==> config.mk <==
export PLATFORM = sky130hd
export DESIGN_NAME = asc_csr_flat
export DESIGN_NICKNAME = d
export VERILOG_FILES = /design/src/hw/rtl/asc_pkg.sv /design/src/hw/rtl/asc_intf.sv /design/src/hw/rtl/asc_csr.sv /design/src/flat_wrapper.sv
export SDC_FILE = /design/constraint.sdc
export NUM_CORES = 1
export LEC_CHECK = 0
export BUFFER_PORTS_ARGS = -buffer_cell sky130_fd_sc_hd__buf_2
export CAP_MARGIN = 20
export CELL_PAD_IN_SITES_DETAIL_PLACEMENT = 1
export CELL_PAD_IN_SITES_GLOBAL_PLACEMENT = 2
export CORE_MARGIN = 1.5
export CORE_UTILIZATION = 34
export DETAILED_ROUTE_END_ITERATION = 7
export PLACE_DENSITY = 0.94
export SLEW_MARGIN = 20
export SYNTH_ARGS = -nofsm -noshare
export SYNTH_HDL_FRONTEND = slang
export SYNTH_SLANG_ARGS = --single-unit
==> constraint.sdc <==
create_clock -name clock -period 2.05 [get_ports clock]
set_input_delay 0.205 -clock clock [delete_from_list [all_inputs] [get_ports clock]]
set_output_delay 0.205 -clock clock [all_outputs]
set_load 0.05 [all_outputs]
==> src/hw/rtl/asc_pkg.sv <==
// ----------------------------------------------------------------------------
// asc_pkg
// Shared types, constants and arithmetic helpers of the step size controller.
// ----------------------------------------------------------------------------
package asc_pkg;

   localparam int LOG_W      = 24;
   localparam int GAIN_W     = 16;
   localparam int GAIN_FRAC  = GAIN_W - 2;
   localparam int CNT_W      = 16;
   localparam int CSR_IDX_W  = 3;
   localparam int CSR_DATA_W = LOG_W;

   // difference of up to three log values, gain product, rounded term, sum
   localparam int DIFF_W = LOG_W + 3;
   localparam int PROD_W = DIFF_W + GAIN_W + 1;
   localparam int TERM_W = PROD_W - GAIN_FRAC;
   localparam int SUM_W  = TERM_W + 3;

   localparam logic signed [LOG_W-1:0] ERR_INIT_LOG2  = LOG_W'(-653130);
   localparam logic signed [LOG_W-1:0] INIT_STEP_LOG2 = LOG_W'(-435420);

   localparam logic signed [SUM_W-1:0] SUM_LOG_MAX =
      {{(SUM_W-LOG_W+1){1'b0}}, {(LOG_W-1){1'b1}}};
   localparam logic signed [SUM_W-1:0] SUM_LOG_MIN =
      {{(SUM_W-LOG_W+1){1'b1}}, {(LOG_W-1){1'b0}}};

   localparam logic [PROD_W-1:0] ROUND_HALF = PROD_W'(1) << (GAIN_FRAC - 1);

   typedef enum logic [1:0] {
      MODE_I   = 2'd0,
      MODE_PI  = 2'd1,
      MODE_PID = 2'd2,
      MODE_PC  = 2'd3
   } mode_type;

   typedef enum logic [CSR_IDX_W-1:0] {
      REG_MODE      = 3'd0,
      REG_TOLERANCE = 3'd1,
      REG_SAFETY    = 3'd2,
      REG_MAX_SCALE = 3'd3,
      REG_MIN_SCALE = 3'd4,
      REG_GAIN_P    = 3'd5,
      REG_GAIN_I    = 3'd6,
      REG_GAIN_D    = 3'd7
   } csr_index_type;

   typedef struct packed {
      mode_type                  mode;
      logic signed [LOG_W-1:0]   tolerance_log2;
      logic signed [LOG_W-1:0]   safety_log2;
      logic signed [LOG_W-1:0]   max_scale_log2;
      logic signed [LOG_W-1:0]   min_scale_log2;
      logic        [GAIN_W-1:0]  gain_proportional;
      logic        [GAIN_W-1:0]  gain_integral;
      logic        [GAIN_W-1:0]  gain_derivative;
   } cfg_type;

   localparam cfg_type CFG_RESET = '{
      mode:              MODE_PI,
      tolerance_log2:    LOG_W'(-653130),
      safety_log2:       LOG_W'(-9962),
      max_scale_log2:    LOG_W'(65536),
      min_scale_log2:    LOG_W'(-65536),
      gain_proportional: GAIN_W'(1229),
      gain_integral:     GAIN_W'(2867),
      gain_derivative:   GAIN_W'(0)
   };

   // d * g / 2^GAIN_FRAC, rounded to nearest, ties away from zero
   function automatic logic signed [TERM_W-1:0] gain_mul(
      input logic signed [DIFF_W-1:0] d,
      input logic        [GAIN_W-1:0] g
   );
      logic signed [PROD_W-1:0] p;
      logic        [PROD_W-1:0] mag;
      logic        [PROD_W-1:0] q;
      p   = PROD_W'(d) * $signed({1'b0, g});
      mag = p[PROD_W-1] ? PROD_W'(-p) : PROD_W'(p);
      q   = (mag + ROUND_HALF) >> GAIN_FRAC;
      return p[PROD_W-1] ? -$signed(TERM_W'(q)) : $signed(TERM_W'(q));
   endfunction

   function automatic logic signed [LOG_W-1:0] sat_log(input logic signed [SUM_W-1:0] v);
      if (v > SUM_LOG_MAX) begin
         return SUM_LOG_MAX[LOG_W-1:0];
      end else if (v < SUM_LOG_MIN) begin
         return SUM_LOG_MIN[LOG_W-1:0];
      end
      return v[LOG_W-1:0];
   endfunction

endpackage

==> src/hw/rtl/asc_intf.sv <==


interface asc_csr_if;
   logic                                valid;
   logic                                ready;
   logic [asc_pkg::CSR_IDX_W-1:0]       index;
   logic [asc_pkg::CSR_DATA_W-1:0]      data;

   modport source (output valid, output index, output data, input ready);
   modport sink   (input valid, input index, input data, output ready);
endinterface

==> src/hw/rtl/asc_csr.sv <==
// ----------------------------------------------------------------------------
// asc_csr
// Controller configuration registers, written one beat at a time.
// ----------------------------------------------------------------------------
module asc_csr (
   input  logic               clock,
   input  logic               reset,
   asc_csr_if.sink            csr_bus,
   output asc_pkg::cfg_type   cfg
);

   asc_pkg::cfg_type cfg_ff;
   asc_pkg::cfg_type cfg_in;

   assign csr_bus.ready = 1'b1;
   assign cfg           = cfg_ff;

   always_comb begin
      cfg_in = cfg_ff;
      if (csr_bus.valid) begin
         unique case (csr_bus.index)
            asc_pkg::REG_MODE: begin
               cfg_in.mode = asc_pkg::mode_type'(csr_bus.data[1:0]);
            end
            asc_pkg::REG_TOLERANCE: begin
               cfg_in.tolerance_log2 = $signed(csr_bus.data[asc_pkg::LOG_W-1:0]);
            end
            asc_pkg::REG_SAFETY: begin
               cfg_in.safety_log2 = $signed(csr_bus.data[asc_pkg::LOG_W-1:0]);
            end
            asc_pkg::REG_MAX_SCALE: begin
               cfg_in.max_scale_log2 = $signed(csr_bus.data[asc_pkg::LOG_W-1:0]);
            end
            asc_pkg::REG_MIN_SCALE: begin
               cfg_in.min_scale_log2 = $signed(csr_bus.data[asc_pkg::LOG_W-1:0]);
            end
            asc_pkg::REG_GAIN_P: begin
               cfg_in.gain_proportional = csr_bus.data[asc_pkg::GAIN_W-1:0];
            end
            asc_pkg::REG_GAIN_I: begin
               cfg_in.gain_integral = csr_bus.data[asc_pkg::GAIN_W-1:0];
            end
            asc_pkg::REG_GAIN_D: begin
               cfg_in.gain_derivative = csr_bus.data[asc_pkg::GAIN_W-1:0];
            end
            default: begin
               cfg_in = cfg_ff;
            end
         endcase
      end
   end

   always_ff @(posedge clock) begin
      if (reset) begin
         cfg_ff <= asc_pkg::CFG_RESET;
      end else begin
         cfg_ff <= cfg_in;
      end
   end

endmodule

==> src/flat_wrapper.sv <==
// flat-port wrapper written by rule: the top's interface ports become plain ports
module asc_csr_flat 
  (clock, reset, cfg, csr_bus_valid, csr_bus_index, csr_bus_data, csr_bus_ready);
  asc_csr_if csr_bus_i ();
  input  logic clock;
  input  logic reset;
  output asc_pkg::cfg_type cfg;
  input wire logic [$bits(csr_bus_i.valid)-1:0] csr_bus_valid;
  input wire logic [$bits(csr_bus_i.index)-1:0] csr_bus_index;
  input wire logic [$bits(csr_bus_i.data)-1:0] csr_bus_data;
  output wire logic [$bits(csr_bus_i.ready)-1:0] csr_bus_ready;
  assign csr_bus_i.valid = csr_bus_valid;
  assign csr_bus_i.index = csr_bus_index;
  assign csr_bus_i.data = csr_bus_data;
  assign csr_bus_ready = csr_bus_i.ready;
  asc_csr u_core (.clock(clock), .reset(reset), .csr_bus(csr_bus_i), .cfg(cfg));
endmodule
# ---- After elaboration in Yosys (flattened, before gate mapping)
# Cells that the tools add are included.
dict set report totals {
  ff_bits 146
  elab_cells 24
  out_inout_bits 147
  input_bits 30
}
dict set report classes {
  reduce_logical 9
  n_eq_ne 7
}
# op n
set ops {}
lappend ops {{$reduce_and A2 Y1} 8}
lappend ops {{$eq A3 B3 Y1 const B} 4}
lappend ops {{$eq A3 B2 Y1 const B} 2}
lappend ops {{$eq A3 B1 Y1 const B} 1}
lappend ops {{$logic_not A3 Y1} 1}

# ---- Longest topological paths before layout
dict set report depth {
  ltp_word 2
  depth_mapped 5
  mapped_depth_nobuf 2
}

# ---- Worst setup path before layout
# No wires, ideal clock.
dict set report synth_timing {
  kind {input port to flip-flop}
  startpoint {input csr_bus_index[0]}
  endpoint {register u_core.cfg_ff (netlist bit u_core.cfg[29])}
  stages 5
  setup_ns 0.072
  slack_ns 0.924
  required_ns 1.978
  arrival_ns 1.054
  path_buffers 3
  path_cell_list {buf_4 and4b_1 buf_6 buf_6 mux2i_1}
}
dict set report synth_between {
  elab_chain_cells 2
}
# element line_no
set synth_lines {}
lappend synth_lines {{start: declaration} flat_wrapper.sv:9} ;# input wire logic [$bits(csr_bus_i.index)-1:0] csr_bus_index;
lappend synth_lines {{$eq A3 B3 Y1} asc_csr.sv:21} ;# unique case (csr_bus.index)
lappend synth_lines {{$reduce_and A2 Y1 (no line)} -}
lappend synth_lines {{end signal: assignment} asc_csr.sv:55} ;# cfg_ff <= asc_pkg::CFG_RESET;
lappend synth_lines {{end signal: assignment} asc_csr.sv:57} ;# cfg_ff <= cfg_in;
lappend synth_lines {{end: declaration} asc_csr.sv:12} ;# asc_pkg::cfg_type cfg_ff;
# No other way between the ends.
# A chain may end at the register's enable or synchronous reset.

# ---- Final worst setup path
dict set report layout_timing {
  startpoint {register u_core.cfg_ff (netlist bit u_core.cfg[87])}
  endpoint {output cfg[87] (netlist bit)}
}
# element line_no
set layout_rtl {}
lappend layout_rtl {{end: declaration} flat_wrapper.sv:7} ;# output asc_pkg::cfg_type cfg;
# No word-level cell between the ends.

==> results.ini <==
[status]
status=finished clean

[cts]
cts_tree=yes
cts_htree_levels=4
hold_buffers=0
cts.sink_count=146
post-cts-setup-buffers=0
cts_buffer_depth=2
numCtsBuffers=17
cts_resized=0
clockRootBuffer=clkbuf_16
cts.clk_slew.worst_paths_ns=0.06
worstSkewPairLatency_ns=0.41

[worst_setup_path]
cp_data_arrival_time_ns=1.07
endpoint_kind=output pin
cp_top_family=flip-flops
startpoint_type=flop
cp_max_fo=2
critical_path_class=reg -> out
critical_path_buf_inv_count=1
r2r_slack_ns=1.38
max_stage_delay_ns=0.38
cp_slowest_cell=dfxtp_1
worstPathRequired_ns=1.85
cp_cell_sequence=buf_2

[global_route]
grt_pass1_wl_mm=27.11
grt-ovfl-total=0
top_usage_layer=met2
global_route.usage.total=0.1980
first_global_vias=4895
grt_antenna_before_repair=2
grt.met1_usage=0.2309
use_met2=0.3431
grt_util_met3=0.06507
grt_max_degree=59

[job]
cap_violations=0

[synth]
synthFlopType=dfxtp_1
async_flop_share=0
synthCells=540
synth_common_cells=146 x dfxtp_1, 146 x mux2i_1, 119 x nand2b_1
yosys_warnings=0
synth_edf_count=0
yosysSeqAreaShare=0.5031
synthesis.area_um2=5809
netlist_top_cells_area=dfxtp_1 50%, mux2i_1 25%, nand2b_1 13%, nor2_1 4.8%, buf_6 1.6%
postSynthAreaPerCell_um2=10.76
synthDistinctLibCells=15
ys_seq_elements=146
netlist.area_leader.share=0.5031
synth_largest_area_cell=dfxtp_1
synthesis.nets=570

[placed_design]
finalWeightedCongestion=0.7417
portBuffers=175
dp.final_hpwl_mm=12.49

[timing]
rsz0062_at_grt=no
max-slew-margin-rel=0.5969
setup_tns_ns=0
final-hold-violation-count=0
drv_slew=0
skew_ns=0
finalSetupViolCount=0
worst_pin_slew_ns=0.6042
holdWs_ns=0.07068
post-route-min-period_ns=1.278
fin_crit_sh=0.6235
max_freq_ghz=0.7823

[finish]
antenna_cells=0
area_growth_pct=27.50
largest_reg_flops=146
fill_cells=1891
nets=735
drive_gt1_frac=0.3101

[routing]
vias_per_cell=4.712
drt_iter0_drc=105
dr.pass1.iters=4
drc=0
dr_total_vias=4410
routed_wirelength_mm=17.31
wl_per_cell_um=18.49
ant_nets=0

[die]
start_util=0.3491
fp.dieW_um=133.7
dieArea_um2=17880
rows=47
io-pin-count=177
die_h_um=133.7
coreArea_um2=16640

[pwr]
peakVddDrop_v=0.0005594
p_leak_uw=0.003655
power.density_nw_per_um2=904.4

[min_path]
hold_path.class=in -> reg

-- layout make-up --
| cell class | count | area (µm²) | area share |
|---|---|---|---|
| timing repair buffer | 188 | 988.4 | 0.1334 |
| sequential | 146 | 2923 | 0.3946 |
| tap | 220 | 275.3 | 0.03716 |
| clock inverter | 10 | 135.1 | 0.01824 |
| clock buffer | 20 | 446.7 | 0.06030 |
| multi-input combinational | 352 | 2639 | 0.3563 |
-- cells in the final DEF, fill, tap and decap left out, types with 2 or more instances in the layout --
cell type / synthesis / final
buf_2: 14 / 174
mux2i_1: 146 / 146
dfxtp_1: 146 / 146
nand2b_1: 119 / 119
nor2_1: 74 / 74
clkbuf_16: 0 / 17
buf_4: 6 / 13
clkinv_2: 0 / 4
and4b_1: 3 / 3
bufinv_16: 0 / 3
nand4b_1: 2 / 2
and4bb_2: 2 / 2
nand4bb_2: 0 / 2
clkbuf_1: 14 / 2
-- routing by layer --
metal / wire (µm) / up-vias / share of wire
li1: - / 2106 / -
met5: 10 / - / 0.00058
met1: 7586 / 2153 / 0.44
met2: 8398 / 129 / 0.49
met3: 1093 / 20 / 0.063
met4: 221 / 2 / 0.013
-- worst paths after layout --
| kind | depth (start not counted) | start | end |
|---|---|---|---|
| worst max register to register | 2 | u_core.cfg[122] | u_core.cfg[122] |
| worst max-delay path | 1 | u_core.cfg[87] | cfg[87] |
| worst min register to register | 2 | u_core.cfg[57] | u_core.cfg[57] |
| worst min-delay path | 3 | csr_bus_data[17] | u_core.cfg[89] |
-- stage by stage --
step                      utilization  total power [µW]  cells  setup slack [ns]  area, µm²
after detailed placement       0.4101              3649    906            0.4818       6825
after global routing           0.4451              6923    936            0.7270       7407
after floorplan                     -              3467    540            0.9239       5809
after global placement         0.4101              3628    906            0.5671       6825
after CTS                      0.4451              6775    936            0.7599       7407
final                          0.4451              6699    936            0.7717       7407
-- report_power, final --
group	switching (µW)	internal [µW]	total [µW]
registers	35.9	2900	2940
clock network	1190	1930	3120
logic	456	189	644
total	1680	5020	6700
-- cells by family (layout without fill, tap and decap cells) --
| family | Yosys count | in the layout | synth area share |
|---|---|---|---|
| mux | 146 | 146 | 0.2516 |
| buf+inv | 42 | 218 | 0.04437 |
| other cells | 1 | 1 | 0.0006455 |
| flops | 146 | 146 | 0.5031 |
| simple gates | 205 | 205 | 0.2003 |
Power figures use the tool's default switching activity.
